==> src/rtl/dwhr_pkg.sv <==
// Shared constants and types for the dual window history ring.
// No dependencies; used by every RTL file of the block but dwhr_ram and the assertion header.
package dwhr_pkg;

    // Field widths fixed by the interface
    localparam int WORD_BITS  = 64;
    localparam int MODE_BITS  = 2;
    localparam int INDEX_BITS = 8;
    localparam int COUNT_BITS = 9;
    localparam int DIV_BITS   = 8;

    // Operation codes
    localparam logic [MODE_BITS-1:0] MODE_PUSH  = 2'd0;
    localparam logic [MODE_BITS-1:0] MODE_READ  = 2'd1;
    localparam logic [MODE_BITS-1:0] MODE_CLEAR = 2'd2;

    // Reset value of the slow ring divisor
    localparam logic [DIV_BITS-1:0] DIV_RESET = 8'd10;

    // Entries in the queue between front and back
    localparam int QUEUE_DEPTH = 4;

    // Per-operation control passed from front to back
    typedef struct packed {
        logic                  fast_wr;
        logic                  slow_wr;
        logic                  rd;
        logic                  window;
        logic                  found;
        logic [COUNT_BITS-1:0] count;
    } op_ctrl_t;

endpackage

==> src/rtl/dwhr_queue.sv <==
// Short register FIFO between the front and back parts.
// Depends on dwhr_pkg for its depth.
module dwhr_queue #(
    parameter int WIDTH = 8
) (
    input  logic             clk,
    input  logic             rst_n,
    input  logic             push_valid,
    output logic             push_ready,
    input  logic [WIDTH-1:0] push_data,
    output logic             pop_valid,
    input  logic             pop_ready,
    output logic [WIDTH-1:0] pop_data
);
    import dwhr_pkg::*;

    localparam int PW = $clog2(QUEUE_DEPTH);

    logic [WIDTH-1:0] slot_reg [QUEUE_DEPTH];
    logic [PW-1:0]    wr_ptr_reg, wr_ptr_next;
    logic [PW-1:0]    rd_ptr_reg, rd_ptr_next;
    logic [PW:0]      fill_reg, fill_next;
    logic             do_push, do_pop;

    assign push_ready = (fill_reg != (PW+1)'(QUEUE_DEPTH));
    assign pop_valid  = (fill_reg != '0);
    assign pop_data   = slot_reg[rd_ptr_reg];
    assign do_push    = push_valid && push_ready;
    assign do_pop     = pop_valid && pop_ready;

    // Pointer and fill updates
    always_comb
    begin
        wr_ptr_next = wr_ptr_reg;
        rd_ptr_next = rd_ptr_reg;
        fill_next   = fill_reg;
        if (do_push)
        begin
            wr_ptr_next = (wr_ptr_reg == PW'(QUEUE_DEPTH-1)) ? '0 : wr_ptr_reg + 1'b1;
        end
        if (do_pop)
        begin
            rd_ptr_next = (rd_ptr_reg == PW'(QUEUE_DEPTH-1)) ? '0 : rd_ptr_reg + 1'b1;
        end
        if (do_push && !do_pop)
        begin
            fill_next = fill_reg + 1'b1;
        end
        else if (do_pop && !do_push)
        begin
            fill_next = fill_reg - 1'b1;
        end
    end

    always_ff @(posedge clk or negedge rst_n)
    begin
        if (!rst_n)
        begin
            wr_ptr_reg <= '0;
            rd_ptr_reg <= '0;
            fill_reg   <= '0;
        end
        else
        begin
            wr_ptr_reg <= wr_ptr_next;
            rd_ptr_reg <= rd_ptr_next;
            fill_reg   <= fill_next;
        end
    end

    // Payload slots
    always_ff @(posedge clk)
    begin
        if (do_push)
        begin
            slot_reg[wr_ptr_reg] <= push_data;
        end
    end

endmodule

==> config.mk <==
export PLATFORM = sky130hd
export DESIGN_NAME = dwhr_queue
export DESIGN_NICKNAME = d
export VERILOG_FILES = /design/src/rtl/dwhr_pkg.sv /design/src/rtl/dwhr_queue.sv
export SDC_FILE = /design/constraint.sdc
export NUM_CORES = 1
export LEC_CHECK = 0
export BUFFER_PORTS_ARGS = -buffer_cell sky130_fd_sc_hd__buf_2
export CORE_UTILIZATION = 59
export CTS_CLUSTER_DIAMETER = 40
export DETAILED_ROUTE_END_ITERATION = 8
export HOLD_SLACK_MARGIN = 0.08
export PLACE_DENSITY = 0.82
export SYNTH_ARGS = -nofsm -noshare
export SYNTH_HDL_FRONTEND = slang
export SYNTH_SLANG_ARGS = --single-unit
==> constraint.sdc <==
create_clock -name clk -period 4.5 [get_ports clk]
set_input_delay 0.225 -clock clk [delete_from_list [all_inputs] [get_ports clk]]
set_output_delay 0.225 -clock clk [all_outputs]
set_load 0.005 [all_outputs]
# ---- After elaboration in Yosys (flattened, before gate mapping)
# Memory sizes are Yosys's and may differ from the RTL's.
# Cells that the tools add are included.
dict set report word_totals {
  reg_bits 7
  ram_bits 32
  in_bits 12
  wordCells 25
  memories 1
}
dict set report op_classes {
  add_sub_neg 4
  n_eq_ne 3
  n_mux 6
  reduce_logical 8
}
# name depth word_bits read_ports rd_ports_with_merged_regs wr line_no
set memory_table {}
lappend memory_table {slot_reg 4 8 1 0 1 dwhr_queue.sv:19} ;# logic [WIDTH-1:0] slot_reg [QUEUE_DEPTH];
# op count
set ops {}
lappend ops {{$mux W3} 2}
lappend ops {{$add A2 B1 Y2 const B} 2}
lappend ops {{$eq A2 B2 Y1 const B} 2}
lappend ops {{$logic_and A1 B1 Y1} 4}
lappend ops {{$mux W2} 2}
lappend ops {{$add A3 B1 Y3 const B} 1}
lappend ops {{$ne A3 B3 Y1 const B} 1}
lappend ops {{$reduce_bool A3 Y1} 1}
lappend ops {{$sub A3 B1 Y3 const B} 1}
lappend ops {{$logic_not A1 Y1} 2}
lappend ops {{$mux W1} 2}
lappend ops {{$reduce_bool A2 Y1} 1}

# ---- Logic depth before layout (Yosys ltp)
dict set report logic_depth {
  ltp_word 6
  mapped_depth 8
  depth_no_buf 8
}

# ---- Worst setup path after synthesis
# No wires, ideal clock.
dict set report synth_timing {
  kind {reg-to-reg}
  from {reg fill_reg[0]}
  to {reg fill_reg[2]}
  setup_time_ps 79
  arrival_ps 1983
  required_ps 4421
  slack_ps 2437
  stages_incl_launch_ff 9
  n_path_buf 0
  synth_period_minus_slack_ps 2063
  cell_sequence {dfrtp_1 or3_2 nand2_1 ha_1 inv_1 fa_1 xor2_1 nor2_1 xor2_1}
}
dict set report synth_via {
  elab_chain_cells 5
}
# item line_no
set synth_rtl {}
lappend synth_rtl {{from (decl)} dwhr_queue.sv:22} ;# logic [PW:0] fill_reg, fill_next;
lappend synth_rtl {{from (signal assigned)} dwhr_queue.sv:67} ;# fill_reg <= fill_next;
lappend synth_rtl {{$reduce_bool A3 Y1 (*)} dwhr_queue.sv:26} ;# assign pop_valid = (fill_reg != '0);
lappend synth_rtl {{via pop_valid} dwhr_queue.sv:11} ;# output logic pop_valid,
lappend synth_rtl {{$logic_and A1 B1 Y1 (*)} dwhr_queue.sv:29} ;# assign do_pop = pop_valid && pop_ready;
lappend synth_rtl {{$logic_not A1 Y1} dwhr_queue.sv:45} ;# if (do_push && !do_pop)
lappend synth_rtl {{$logic_and A1 B1 Y1} dwhr_queue.sv:45}
lappend synth_rtl {{$mux W3 or $reduce_bool A2 Y1 (tied branches)} -}
# The timed path passes the listed nets; every way through them passes the cells marked *. The select of a mux whose other input is x is not followed.
# A chain may end at the register's enable or synchronous reset.

# ---- Worst setup path in the final report
dict set report layout_timing {
  from {reg fill_reg[0]}
  to {reg fill_reg[2]}
}
dict set report layout_via {
  elab_chain_cells 5
}
# item
set layout_rtl {}
lappend layout_rtl {{parallel branches: the longest is 5 deep, another holds $sub A3 B1 Y3}}
# Several ways; the timed one is not identified. The select of a mux whose other input is x is not followed.

==> results_dict.tcl <==
set metrics [dict create \
    status "finished, final reports clean" \
    reg2reg_to "fill_reg[2]" \
    synth_area_per_cell_um2 20.44 \
    initial_utilization 0.6319 \
    path_delay_family "simple AND/OR/NAND/NOR gates" \
    cp_slowest_cell "or3_2" \
    post-place-ws_ns 2.327 \
    synthTopCellsByArea "edfxtp_1 60%, mux4_2 11%, dfrtp_1 11%" \
    pwr-share-comb 0.306 \
    insertion_delay_ns 0.34 \
    timing.rr.start "fill_reg[0]" \
    area_growth_pct 13.81 \
    min_path_cells 1 \
    dr.pass1.iters 4 \
    final-setup-viol-count 0 \
    grt_setup_unrepaired "false" \
    drtIter0Drc 26 \
    finalCritPeriodShare 0.4861 \
    p_sw_frac 0.2936 \
    dieArea_mm2 0.002914 \
    synthArstFlopShare 0.1795 \
    synth_nets 97 \
    netlist_area_mm2 0.001594 \
    yosys_warnings 0 \
    fp.dieW_um 53.98 \
    fillCellCount 171 \
    rows 18 \
    postCtsSetupRepairBufs 0 \
    cts_resized 0 \
    p_clk_frac 0.196 \
    cts.root.buffer_cell "clkbuf_4" \
    largest_register_ffs 32 \
    cap_violations 0 \
    yosysMostFrequentCell "edfxtp_1" \
    synth.distinct_cells 18 \
    setup_ws_ns 2.312 \
    crit_path_max_incr_delay_ns 0.48 \
    cpMostUsedCell "xor2_1" \
    fin_crit_ns 2.188 \
    netlist_instances 78 \
    seqCellArea_mm2 0.001136 \
    reg2reg_depth 8 \
    holdCritStartpoint "push_data[6]" \
    internal_power_mw 0.8097 \
    pwr_density_cell_mw_per_mm2 631.8 \
    synth_commonest_cells "32 x edfxtp_1, 8 x mux4_2, 7 x dfrtp_1" \
    drc 0 \
    hold_viol_final 0 \
    die_y_um 53.98 \
    antenna_found_initial 0 \
    worstPathRequired_ns 4.78 \
    grtUsageTotal 0.2101 \
    fin_setup_tns_ns 0 \
    clockBufferDepth 2 \
    cts_buffers 5 \
    worstPathArrival_ns 2.46 \
    port_buffers 21 \
    utilization 0.7192 \
    hold_end "slot_reg[0][6]" \
    power_mw 1.146 \
    hpwl_um 1648 \
    relSlewSlack 0.5980 \
    finClkSkew_ns 0.02268 \
    ys_seq_area_frac 0.7127 \
    synth_flop_cell "edfxtp_1" \
    fmax_mhz 457.1 \
    timing.hold.ws_ns 0.1038 \
    p_leak_nw 0.6991 \
    wl_um 2507 \
    min_path_type "in -> reg" \
    critPathKind "reg -> reg" \
    grt_max_degree 13 \
    crit_fanout 4 \
    grt_pass1_wl_um 3884 \
    num_antenna_cells 0 \
    crit_chain "or3_2 -> nand2_1 -> ha_1 -> inv_1 -> fa_1 -> xor2_1 -> nor2_1 -> xor2_1" \
    synth_edf_count 32 \
    grt_pass1_vias 807 \
    path_clk_slew_ns 0.13 \
    grt-ovfl-total 0 \
    critPathBufInv 1 \
    ant_nets 0 \
    avgRoutedWirePerCell_um 18.43 \
    pwr-share-seq 0.498 \
    tightest_slew_ns 0.6031 \
    routabilityCongestion 0.6521 \
    irDropWorstVdd_uv 479.0 \
    ios 22 \
    h-tree-depth 2 \
    p_sw_mw 0.3365 \
    yosys.area.top_type_share 0.6028 \
    cp-start-kind "register" \
    tritoncts "built" \
    end_kind "register" \
    clkSinkCount 39 \
    yosysTopAreaCell "edfxtp_1" \
    final_max_slew_viol_count 0 \
    drive_above_1_share 0.4528 \
    ys_ff_latch 39 \
    vias_per_cell 5.603 \
    multi_input_area_um2 437.9 \
    nNetsFinal 124 \
    r2r_slack_ns 2.31 \
    vias 762 \
    coreArea_mm2 0.002522 \
]
worst reg2reg max path, cell delays in order (launching register included):
cell     delay, ns
dfrtp_1       0.45
or3_2         0.48
nand2_1       0.16
ha_1          0.20
inv_1         0.06
fa_1          0.37
xor2_1        0.15
nor2_1        0.12
xor2_1        0.15
routing by layer:
metal / part of all wire / track usage / routed length (um) / vias up
met5: 0 / 0 / 0 / -
li1: - / - / - / 358
met1: 0.41 / 0.2660 / 1040 / 370
met4: 0.013 / 0.08974 / 33 / 0
met2: 0.51 / 0.3354 / 1282 / 30
met3: 0.060 / 0.06497 / 151 / 4
through the flow:
stage | instances | area (um^2)
after floorplan | 78 | 1594
after global placement | 127 | 1728
after detailed placement | 127 | 1728
after CTS | 136 | 1814
after global routing | 136 | 1814
final | 136 | 1814
worst max-delay path by stage:
stage / startpoint / endpoint / slack (ns) / cells past startpoint
global route: fill_reg[0] / fill_reg[2] / 2.18 / 8
floorplan: fill_reg[0] / fill_reg[2] / 2.44 / 8
finish: fill_reg[0] / fill_reg[2] / 2.31 / 8
CTS: fill_reg[0] / fill_reg[2] / 2.31 / 8
detailed placement: fill_reg[0] / fill_reg[2] / 2.33 / 8
global placement: fill_reg[0] / fill_reg[2] / 2.37 / 8
power by group through the flow:
stage / clock, mW / combinational [mW] / sequential, mW
floorplan: 0 / 0.282 / 0.528
global placement: 0 / 0.340 / 0.573
detailed placement: 0 / 0.354 / 0.579
CTS: 0.227 / 0.356 / 0.573
global route: 0.237 / 0.396 / 0.587
finish: 0.225 / 0.350 / 0.571
final cells by class:
cell class                      instances  area share
Multi-Input combinational cell         34      0.2414
Timing Repair Buffer                   22     0.06345
Tap cell                               30     0.02069
Sequential cell                        39      0.6262
Clock inverter                          3     0.02138
Inverter                                3    0.006207
Clock buffer                            5     0.02069
what timing repair did:
item                       in CTS  in global routing
hold buffers                    1                  0
hold endpoints to repair        7                  0
setup endpoints to repair       0                  0
placed cells by master (no fill, tap or decap):
cell / synthesis / layout
buf_2: 1 / 21
clkinv_2: 0 / 1
and2_4: 1 / 1
mux4_2: 8 / 8
ha_1: 6 / 6
clkbuf_4: 0 / 5
nand2_1: 1 / 1
edfxtp_1: 32 / 32
mux2_2: 3 / 3
dlygate4sd3_1: 0 / 1
clkinv_1: 0 / 1
and3_2: 4 / 4
fa_1: 1 / 1
xnor2_1: 1 / 1
or3b_4: 1 / 1
or3_2: 1 / 1
inv_1: 3 / 3
bufinv_16: 0 / 1
mux2_4: 2 / 2
xor2_1: 2 / 2
dfrtp_1: 7 / 7
nor2_1: 3 / 3
kinds of logic (layout without fill, tap and decap cells):
logic type	Yosys count	in the layout	synth area share
XOR/XNOR	3	3	0.01649
adder cells (fa/ha/maj)	7	7	0.05965
buffers and inverters	5	33	0.01255
flip-flops	39	39	0.7127
multiplexers	13	13	0.1531
AND/OR/NAND/NOR	11	11	0.04553
Note: power is estimated with default switching activity, not from simulation.
