--- src/rtl/dwhr_pkg.sv ---
// Shared constants and types for the dual window history ring.
// No dependencies; used by every RTL file of the block but dwhr_ram and the assertion header.
package dwhr_pkg;

    // Field widths fixed by the interface
    localparam int WORD_BITS  = 64;
    localparam int MODE_BITS  = 2;
    localparam int INDEX_BITS = 8;
    localparam int COUNT_BITS = 9;
    localparam int DIV_BITS   = 8;

    // Operation codes
    localparam logic [MODE_BITS-1:0] MODE_PUSH  = 2'd0;
    localparam logic [MODE_BITS-1:0] MODE_READ  = 2'd1;
    localparam logic [MODE_BITS-1:0] MODE_CLEAR = 2'd2;

    // Reset value of the slow ring divisor
    localparam logic [DIV_BITS-1:0] DIV_RESET = 8'd10;

    // Entries in the queue between front and back
    localparam int QUEUE_DEPTH = 4;

    // Per-operation control passed from front to back
    typedef struct packed {
        logic                  fast_wr;
        logic                  slow_wr;
        logic                  rd;
        logic                  window;
        logic                  found;
        logic [COUNT_BITS-1:0] count;
    } op_ctrl_t;

endpackage

--- src/rtl/dwhr_front.sv ---
// Front part: takes input transfers, keeps heads, fill counts and the
// decimation count, and issues memory operations. Depends on dwhr_pkg.
module dwhr_front #(
    parameter int FAST_DEPTH  = 256,
    parameter int SLOW_DEPTH  = 256,
    parameter int SAMPLE_BITS = 64
) (
    input  logic                            clk,
    input  logic                            rst_n,
    input  logic                            in_valid,
    output logic                            in_ready,
    input  logic [dwhr_pkg::MODE_BITS-1:0]  mode,
    input  logic [dwhr_pkg::WORD_BITS-1:0]  sample_word,
    input  logic                            window,
    input  logic [dwhr_pkg::INDEX_BITS-1:0] entry_index,
    input  logic [dwhr_pkg::DIV_BITS-1:0]   slow_divisor,
    input  logic                            q_ready,
    output logic                            q_push,
    output dwhr_pkg::op_ctrl_t              q_ctrl,
    output logic [$clog2(FAST_DEPTH)-1:0]   q_fast_addr,
    output logic [$clog2(SLOW_DEPTH)-1:0]   q_slow_addr,
    output logic [SAMPLE_BITS-1:0]          q_data
);
    import dwhr_pkg::*;

    localparam int FAW = $clog2(FAST_DEPTH);
    localparam int SAW = $clog2(SLOW_DEPTH);
    localparam int FFW = $clog2(FAST_DEPTH + 1);
    localparam int SFW = $clog2(SLOW_DEPTH + 1);
    localparam int FTW = $clog2(2 * FAST_DEPTH + (1 << INDEX_BITS));
    localparam int STW = $clog2(2 * SLOW_DEPTH + (1 << INDEX_BITS));

    logic [FAW-1:0]      fast_head_reg, fast_head_next, fast_head_inc;
    logic [FFW-1:0]      fast_fill_reg, fast_fill_next, fast_fill_inc;
    logic [SAW-1:0]      slow_head_reg, slow_head_next, slow_head_inc;
    logic [SFW-1:0]      slow_fill_reg, slow_fill_next, slow_fill_inc;
    logic [DIV_BITS-1:0] dec_count_reg, dec_count_next;
    logic [DIV_BITS:0]   dec_inc;
    logic                slow_hit;
    logic [FTW-1:0]      fast_sum;
    logic [STW-1:0]      slow_sum;
    logic [FAW-1:0]      fast_rd_addr;
    logic [SAW-1:0]      slow_rd_addr;
    logic                fast_found, slow_found;
    logic                accept;

    assign in_ready = q_ready;
    assign accept   = in_valid && q_ready;
    assign q_push   = accept;

    // Ring pointer increments with wrap and saturating fills
    assign fast_head_inc = (fast_head_reg == FAW'(FAST_DEPTH-1)) ? '0 : fast_head_reg + 1'b1;
    assign slow_head_inc = (slow_head_reg == SAW'(SLOW_DEPTH-1)) ? '0 : slow_head_reg + 1'b1;
    assign fast_fill_inc = (fast_fill_reg == FFW'(FAST_DEPTH)) ? fast_fill_reg
                                                               : fast_fill_reg + 1'b1;
    assign slow_fill_inc = (slow_fill_reg == SFW'(SLOW_DEPTH)) ? slow_fill_reg
                                                               : slow_fill_reg + 1'b1;

    // Decimation: every slow_divisor-th push also lands in the slow ring
    assign dec_inc  = {1'b0, dec_count_reg} + (DIV_BITS+1)'(1);
    assign slow_hit = (dec_inc >= {1'b0, slow_divisor});

    // Read address: head - fill + index, folded once into the ring
    assign fast_found = (FTW'(entry_index) < FTW'(fast_fill_reg));
    assign slow_found = (STW'(entry_index) < STW'(slow_fill_reg));
    assign fast_sum   = FTW'(fast_head_reg) + FTW'(FAST_DEPTH) + FTW'(entry_index)
                        - FTW'(fast_fill_reg);
    assign slow_sum   = STW'(slow_head_reg) + STW'(SLOW_DEPTH) + STW'(entry_index)
                        - STW'(slow_fill_reg);
    assign fast_rd_addr = (fast_sum >= FTW'(FAST_DEPTH)) ? FAW'(fast_sum - FTW'(FAST_DEPTH))
                                                         : FAW'(fast_sum);
    assign slow_rd_addr = (slow_sum >= STW'(SLOW_DEPTH)) ? SAW'(slow_sum - STW'(SLOW_DEPTH))
                                                         : SAW'(slow_sum);

    // Classify the item and work out the next ring state
    always_comb
    begin
        fast_head_next = fast_head_reg;
        fast_fill_next = fast_fill_reg;
        slow_head_next = slow_head_reg;
        slow_fill_next = slow_fill_reg;
        dec_count_next = dec_count_reg;
        q_ctrl         = '0;
        q_ctrl.window  = window;
        q_fast_addr    = fast_head_reg;
        q_slow_addr    = slow_head_reg;
        q_data         = SAMPLE_BITS'(sample_word);
        case (mode)
            MODE_PUSH:
            begin
                q_ctrl.fast_wr = 1'b1;
                fast_head_next = fast_head_inc;
                fast_fill_next = fast_fill_inc;
                if (slow_hit)
                begin
                    q_ctrl.slow_wr = 1'b1;
                    slow_head_next = slow_head_inc;
                    slow_fill_next = slow_fill_inc;
                    dec_count_next = '0;
                end
                else
                begin
                    dec_count_next = dec_inc[DIV_BITS-1:0];
                end
            end
            MODE_READ:
            begin
                q_ctrl.found = window ? slow_found : fast_found;
                q_ctrl.rd    = q_ctrl.found;
                q_fast_addr  = fast_rd_addr;
                q_slow_addr  = slow_rd_addr;
            end
            MODE_CLEAR:
            begin
                fast_head_next = '0;
                fast_fill_next = '0;
                slow_head_next = '0;
                slow_fill_next = '0;
                dec_count_next = '0;
            end
            default:
            begin
                // spare code: no state change
            end
        endcase
        q_ctrl.count = window ? COUNT_BITS'(slow_fill_next) : COUNT_BITS'(fast_fill_next);
    end

    always_ff @(posedge clk or negedge rst_n)
    begin
        if (!rst_n)
        begin
            fast_head_reg <= '0;
            fast_fill_reg <= '0;
            slow_head_reg <= '0;
            slow_fill_reg <= '0;
            dec_count_reg <= '0;
        end
        else if (accept)
        begin
            fast_head_reg <= fast_head_next;
            fast_fill_reg <= fast_fill_next;
            slow_head_reg <= slow_head_next;
            slow_fill_reg <= slow_fill_next;
            dec_count_reg <= dec_count_next;
        end
    end

endmodule

--- config.mk ---
export PLATFORM = sky130hd
export DESIGN_NAME = dwhr_front
export DESIGN_NICKNAME = d
export VERILOG_FILES = /design/src/rtl/dwhr_pkg.sv /design/src/rtl/dwhr_front.sv
export SDC_FILE = /design/constraint.sdc
export NUM_CORES = 1
export LEC_CHECK = 0
export BUFFER_PORTS_ARGS = -buffer_cell sky130_fd_sc_hd__buf_4
export CAP_MARGIN = 20
export CORE_MARGIN = 3
export CORE_UTILIZATION = 55
export DETAILED_ROUTE_END_ITERATION = 10
export PLACE_DENSITY_LB_ADDON = 0.15
export SLEW_MARGIN = 10
export SYNTH_ARGS = -nofsm -noshare
export SYNTH_HDL_FRONTEND = slang
export SYNTH_SLANG_ARGS = --single-unit
--- constraint.sdc ---
create_clock -name clk -period 6.2 [get_ports clk]
set_input_delay 0.31 -clock clk [delete_from_list [all_inputs] [get_ports clk]]
set_output_delay 0.31 -clock clk [all_outputs]
set_load 0.01 [all_outputs]
---- Yosys cells after proc, flatten, opt, wreduce, memory -nomap -nowiden ----
Index checks and enable logic that the tools add are counted.
cells by class
  add/sub/neg operators ................... 13
  $lt $le $gt $ge ......................... 5
  equal/unequal tests ..................... 7
  multiplexer cells ....................... 21
  reduce and logical (&&, ||, !) cells .... 5
operator list
  cell                                                                                  count
  8-bit two-way mux                                                                     8
  8-bit one-hot mux with 2 select lines                                                 3
  9-bit two-way mux                                                                     4
  9-bit one-hot mux with 2 select lines                                                 2
  10-bit by 8-bit adder with 10-bit output                                              2
  8-bit by 9-bit adder with 10-bit output, second input constant                        2
  10-bit by 9-bit greater-or-equal comparator with 1-bit output, second input constant  2
  10-bit by 9-bit subtractor with 10-bit output                                         2
  9-bit by 1-bit adder with 9-bit output, second input constant                         2
  9-bit == test, second input constant                                                  2
  8-bit by 9-bit less-than comparator with 1-bit output                                 2
  8-bit by 1-bit adder with 8-bit output, second input constant                         2
  8-bit == test, second input constant                                                  2
  8-bit by 1-bit subtractor with 8-bit output, second input constant                    2
  8-bit by 1-bit adder with 9-bit output, second input constant                         1
  9-bit by 8-bit greater-or-equal comparator with 1-bit output                          1
  1-bit two-way mux                                                                     3
  3-bit AND reduction                                                                   1
  2-bit by 1-bit == test with 1-bit output, second input constant                       1
  2-bit == test, second input constant                                                  1
  2-bit logical NOT                                                                     1
  2-bit two-way mux                                                                     1
  2-bit inequality test, second input constant                                          1
  2-bit AND reduction                                                                   1
  other kinds (2)                                                                       2
word-level totals
  bits in registers ....................... 42
  bits of input ports ..................... 87
  output and inout bits ................... 96
  word-level logic and storage cells ...... 56

---- Depth between registers and ports, before layout ----
Gate-level depths: netlist (run 1).
  depth in word-level cells ............... 6
  depth in mapped cells ................... 12
  mapped depth without buffers ............ 12

---- Worst setup path before layout (run 1) ----
OpenSTA, ideal clock, no wires.
  path kind ............................... register to output
  start point ............................. register dec_count_reg[0]
  end point ............................... output port q_ctrl[5] in the netlist's numbering
  arrival time ............................ 2.694 ns
  required time ........................... 5.890 ns
  slack ................................... 3.196 ns
  cell stages (with the launch flop) ...... 12
  buffers on the path ..................... 0
  cell sequence ........................... dfrtp_1 ha_1 nand3_2 nor2_1 xor2_1 ha_1 and3_1 nor2b_4 or4_4 nor2_2 o21ai_0 a311oi_1
RTL lines
  element                 line               source
  start, declared         dwhr_front.sv:37   logic [DIV_BITS-1:0] dec_count_reg, dec_count_next;
  start signal, assigned  dwhr_front.sv:145  dec_count_reg <= dec_count_next;
  end, declared           dwhr_front.sv:19   output dwhr_pkg::op_ctrl_t q_ctrl,

==> flow_summary_export.csv, run 1 <==
group,metric,value,unit
global_route,grt_busiest_layer,"met2",
synthesis,syn_area,0.004960,mm²
synthesis,ys_types,69,
sta,tns,0,ns
global_route,antenna_found_initial,0,
sta,finClkSkew,0.01025,ns
power_and_ir_drop,ir_drop,0.1570,mV
clock_tree,ctsResizeCount,0,
synthesis,synth_ff_type,"dfrtp_1",
sta,hold_violations,3,
clock_tree,clock_path_buffers,2,
critical_path,cp_max_fo,12,
cells_and_area,fin_nets,746,
route,drc,0,
synthesis,yosys.area.top_type_share,21.19,%
global_route,grtUsageMet3,3.875,%
hold_path,hold_path.class,"in2async",
placement,place.gp.congestion,0.9566,
global_route,met2_usage,41.27,%
die,start_util,56.87,%
power_and_ir_drop,switching_share,40.96,%
power_and_ir_drop,power_leakage,2.358,nW
critical_path,cp_slowest_cell,"or4_4",
power_and_ir_drop,seqPwrFrac,33.0,%
sta,tightest_slew,1.040,ns
power_and_ir_drop,pwr-share-comb,49.3,%
critical_path,critPathArrivalTime,3.66,ns
route,drt_iter0_markers,400,
power_and_ir_drop,switchingPower,0.0004333,W
clock_tree,cts_tree,"done",
synthesis,synth_edf_count,0,
global_route,grt_max_degree,43,
die,die_x,101.0,µm
synthesis,avgSynthCellArea,7.961,µm²
critical_path,worstSetupStartpoint,"dec_count_reg[0]",
global_route,gr-total-overflow,0,
sta,setup_viol,0,
route,wl,12800,µm
placement,hpwl,10060,µm
clock_tree,postCtsSetupBuffers,0,
sta,period_share,64.05,%
synthesis,synth_seq_area_share,21.19,%
critical_path,path_delay_family,"simple AND/OR/NAND/NOR gates",
synthesis,yosysTopAreaCell,"dfrtp_1",
die,row_count,34,
critical_path,critPathBufInv,1,
die,dieArea,0.01019,mm²
synthesis,syn_inst,623,
sta,max_slew_margin,30.50,%
critical_path,path_common_cell,"ha_1",
sta,period_needed,3.971,ns
power_and_ir_drop,internal_power,0.0006245,W
critical_path,start_kind,"flop",
route,drt_pass1_iterations,5,
cells_and_area,drive_gt1_share,13.48,%
route,viasPerCell,6.110,
global_route,met1_usage,36.21,%
run,timing.max_cap.violations,0,
cells_and_area,antenna-diode-count,0,
critical_path,path_class,"reg2out",
synthesis,synthArstFlopShare,100.0,%
synthesis,synth.top_cells.by_count,"inv_1 (77), buf_4 (68), ha_1 (45), nand2_1 (43)",
clock_tree,cts-htree-levels,2,
die,ios,183,
clock_tree,clk_pin_slew_worst_paths,0.09,ns
sta,finalMaxSlewViolations,0,
global_route,grt_pass1_wl,20980,µm
critical_path,path_cells,"ha_1, nand3_2, nor2_1, xor2_1, ha_1, and3_1, nor2b_4, or4_4, nor2_2, o21ai_0, a311oi_1, buf_4",
route,ant_nets,0,
power_and_ir_drop,clkPwrFrac,17.8,%
clock_tree,clk-insertion-delay-late,0.30,ns
route,wl_per_cell,18.06,µm
clock_tree,numCtsBuffers,5,
synthesis,ys_top_cells_by_area,"dfrtp_1 (21%), ha_1 (11%), buf_4 (10%)",
clock_tree,cts_root_buffer,"clkbuf_8",
power_and_ir_drop,total_power,0.001058,W
die,die_height,101.0,µm
clock_tree,clock_sinks,42,
critical_path,slowest_delay,0.48,ns
sta,fmax,251.8,MHz
run_status,violations,"negative hold slack",
clock_tree,cts_hold_buf,0,
critical_path,required,5.89,ns
critical_path,r2r-start,"dec_count_reg[0]",
power_and_ir_drop,p_per_area,210.9,mW/mm²
sta,rsz0062_at_grt,"false",
run_status,outcome,"complete, but fails checks",
cells_and_area,syn_to_final_growth,1.110,%
placement,io_buffers,54,
global_route,grt_pass1_vias,4192,
synthesis,syn-num-nets,769,
sta,worst_hold_slack,-0.001451,ns
synthesis,synth-warning-count,0,
synthesis,yosysMostFrequentCell,"inv_1",
critical_path,end_kind,"output port",
route,vias,4332,
global_route,grtUsageTotal,25.70,%
synthesis,synth_seq_cells,42,
die,core_area,0.008721,mm²
==> power groups by stage <==
stage / combinational (W) / clock, W / sequential (W)
6_report: 0.000521 / 0.000188 / 0.000349
5_1_grt: 0.000592 / 0.000203 / 0.000353
4_1_cts: 0.000524 / 0.000192 / 0.000347
3_5_place_dp: 0.000520 / 0 / 0.000353
3_3_place_gp: 0.000500 / 0 / 0.000350
2_1_floorplan: 0.000407 / 0 / 0.000336
==> worst paths after layout <==
kind / cells past startpoint / slack (ns) / end
max: 12 / 2.23 / q_ctrl[5]
min: 1 / -0.001 / slow_head_reg[7]
max reg2reg: 9 / 2.88 / slow_fill_reg[0]
min reg2reg: 1 / 0.53 / slow_head_reg[7]
max in group asynchronous: 1 / 5.81 / dec_count_reg[7]
min in group clk: 2 / 0.35 / fast_fill_reg[4]
==> cell usage in the layout, fill, tap and decap left out, types with 3 or more instances in the layout <==
master,count
a22o_1,4
o21a_1,6
nand2_1,43
and3_1,12
nor2_1,39
and2_1,5
nor2b_1,7
nor3_1,12
nand3_1,27
a32o_1,7
xnor2_1,15
buf_4,54
o21ai_0,42
dfrtp_1,42
mux2_2,4
nand4_1,7
ha_1,45
o21ai_1,4
fa_1,14
o31ai_1,7
clkinv_1,3
xor2_1,13
o22ai_1,8
a211oi_1,5
clkbuf_8,6
a31oi_1,3
inv_1,77
a21oi_1,37
==> per-stage QoR <==
stage	area, µm²	worst slack (ns)	util (%)	cells
detailed placement	4920	2.560	56.41	701
global placement	4920	2.626	56.41	701
global route	5015	2.068	57.50	709
finish	5015	2.229	57.50	709
floorplan	4960	3.196	-	623
CTS	5015	2.232	57.50	709
==> worst register-to-register path, stage by stage (launching register included) <==
cell	delay, ns
dfrtp_1	0.44
ha_1	0.26
xor2_1	0.16
ha_1	0.30
nand2_1	0.04
o21ai_0	0.30
nand4_1	0.42
a21oi_1	0.93
and2_1	0.26
mux2_2	0.15
==> metal layers <==
metal | part of all wire (%) | up-vias | routed length, µm
li1 | - | 2042 | -
met1 | 45 | 2057 | 5778
met3 | 7.7 | 38 | 980
met4 | 1.8 | 0 | 225
met2 | 45 | 195 | 5818
met5 | 0 | - | 0
==> cells by family after synthesis <==
kind of cell / count (synthesis) / share of synthesized area (%)
mux: 6 / 1.312
flops: 42 / 21.19
compound gates: 149 / 19.55
buf+inv: 164 / 17.76
simple gates: 175 / 18.24
xor+xnor: 28 / 4.945
fa+ha+maj: 59 / 17.00
==> layout make-up <==
class | instances | area (µm²)
clock inverters | 2 | 12.51
well taps | 108 | 135.1
fillers | 809 | 3706
clock buffers | 6 | 82.58
multi-input cells | 417 | 3028
inverters | 80 | 300.3
repair buffers | 54 | 405.4
flip-flops and latches | 42 | 1051
(Power assumes the default switching activity.)
==> run 2, diff against run 1 <==
CORE_UTILIZATION = 46   (was 55)
clock period = 3.65 ns   (was 6.2 ns; I/O delays follow)
==> run 2 against run 1 <==
Net effect: the run now ends clean; register-to-register slack worse by 2.5 ns; cell count increased by 5.5%; clock power rose by 93%; highest routed layer unchanged.
==> flow_summary_export.csv, run 2 (synthesis results as in run 1) <==
group,metric,value,unit
sta,fmax,287.8,MHz
power_and_ir_drop,p_per_area,357.9,mW/mm²
run_status,outcome,"complete, no violations",
route,viasPerCell,5.787,
run,timing.max_cap.violations,0,
die,dieArea,0.01206,mm²
sta,worst_hold_slack,0.2114,ns
die,row_count,37,
cells_and_area,syn_to_final_growth,3.961,%
hold_path,hold_path.class,"in2reg",
sta,period_share,95.21,%
sta,finClkSkew,0.009023,ns
die,ios,183,
cells_and_area,antenna-diode-count,0,
global_route,grtUsageTotal,22.71,%
global_route,antenna_found_initial,0,
clock_tree,cts_root_buffer,"clkbuf_8",
die,core_area,0.01042,mm²
clock_tree,cts_tree,"done",
route,drt_pass1_iterations,5,
power_and_ir_drop,switchingPower,0.0007220,W
sta,period_needed,3.475,ns
global_route,grt_pass1_wl,21410,µm
clock_tree,cts-htree-levels,2,
critical_path,critPathArrivalTime,3.29,ns
clock_tree,clk_pin_slew_worst_paths,0.08,ns
placement,place.gp.congestion,0.9072,
global_route,gr-total-overflow,0,
power_and_ir_drop,switching_share,39.12,%
sta,max_slew_margin,42.05,%
sta,rsz0062_at_grt,"false",
global_route,grt_max_degree,43,
sta,hold_violations,0,
clock_tree,numCtsBuffers,5,
die,start_util,47.62,%
cells_and_area,final_cell_mix,"inv_1 (77), buf_4 (64), ha_1 (45), nand2_1 (43), o21ai_0 (42)",
power_and_ir_drop,ir_drop,0.2158,mV
sta,setup_viol,0,
critical_path,end_kind,"output port",
power_and_ir_drop,clkPwrFrac,19.6,%
route,wl_per_cell,17.72,µm
global_route,grt_pass1_vias,4153,
cells_and_area,fill_cells,1038,
route,drt_iter0_markers,392,
placement,io_buffers,54,
power_and_ir_drop,power_leakage,2.417,nW
route,ant_nets,0,
critical_path,start_kind,"flop",
sta,tightest_slew,0.8693,ns
sta,finalMaxSlewViolations,0,
route,vias,4329,
clock_tree,clock_path_buffers,2,
sta,tns,0,ns
power_and_ir_drop,internal_power,0.001123,W
power_and_ir_drop,seqPwrFrac,31.9,%
die,die_x,109.8,µm
clock_tree,clock_sinks,42,
cells_and_area,fin_nets,757,
cells_and_area,final_common_cell,"inv_1",
power_and_ir_drop,pwr-share-comb,48.5,%
die,die_height,109.8,µm
cells_and_area,multiInputGateArea,0.003037,mm²
cells_and_area,regArea,0.001052,mm²
cells_and_area,drive_gt1_share,14.87,%
route,drc,0,
critical_path,path_class,"reg2out",
placement,hpwl,10640,µm
clock_tree,clk-insertion-delay-late,0.30,ns
route,wl,13250,µm
critical_path,required,3.47,ns
critical_path,cp_max_fo,5,
[run 2: area by class of cell]
| type | count | share of cell area (%) |
|---|---|---|
| Multi-Input combinational cell | 417 | 58.89 |
| Sequential cell | 42 | 20.41 |
| Timing Repair Buffer | 65 | 9.512 |
| Inverter | 80 | 5.824 |
| Tap cell | 136 | 3.300 |
| Clock buffer | 7 | 1.480 |
| Clock inverter | 1 | 0.5824 |
[run 2: layer usage]
layer / vias to the layer above / track usage (%) / share of wire, %
met5: - / 0 / 0
met4: 0 / 6.500 / 1.9
met3: 33 / 3.758 / 7.0
met2: 190 / 35.66 / 45
met1: 2044 / 32.10 / 46
li1: 2062 / - / -
[run 2: power by group through the flow]
| stage | Combinational (W) | Sequential, W | Clock, W |
|---|---|---|---|
| 2_1_floorplan | 0.000692 | 0.000570 | 0 |
| 3_3_place_gp | 0.000870 | 0.000594 | 0 |
| 3_5_place_dp | 0.000888 | 0.000596 | 0 |
| 4_1_cts | 0.000894 | 0.000587 | 0.000376 |
| 5_1_grt | 0.00102 | 0.000599 | 0.000393 |
| 6_report | 0.000895 | 0.000588 | 0.000362 |
[run 2: worst max-delay path, stage by stage, from the launching register on]
cell and delay, ns:
dfrtp_2 0.41, ha_1 0.21, nand3_2 0.12, nor2_1 0.15
xor2_1 0.23, ha_1 0.29, a21oi_1 0.17, nor2b_1 0.11
or4_4 0.56, nor2_4 0.15, o311ai_0 0.16, a32oi_1 0.28
buf_4 0.17
[run 2: worst paths after layout]
path	cells after the start	slack, ns	from	to
setup / recovery	12	0.17	dec_count_reg[0]	q_ctrl[8]
hold / removal	2	0.21	mode[1]	fast_fill_reg[4]
setup reg to reg	13	0.41	dec_count_reg[0]	slow_fill_reg[0]
hold reg to reg	1	0.53	fast_fill_reg[7]	fast_fill_reg[7]
max in group asynchronous	2	2.83	rst_n	dec_count_reg[0]
min in group asynchronous	2	0.41	rst_n	slow_head_reg[5]
[run 2: per-stage QoR]
stage / util [%] / power [W] / setup slack [ns] / cell area, µm² / instances
2_1_floorplan: - / 0.001262 / 0.7737 / 4960 / 623
3_3_place_gp: 48.07 / 0.001465 / 0.5334 / 5007 / 736
3_5_place_dp: 48.07 / 0.001484 / 0.4640 / 5007 / 736
4_1_cts: 49.19 / 0.001858 / 0.1067 / 5124 / 745
5_1_grt: 49.50 / 0.002011 / 0.0001448 / 5156 / 748
6_report: 49.50 / 0.001845 / 0.1750 / 5156 / 748
[run 2: repair_timing]
item	in CTS	in global routing
hold endpoints to repair	42	0
hold buffers	1	0
resized for setup	0	3
endpoints found under the setup margin	0	5
buffers inserted	0	3
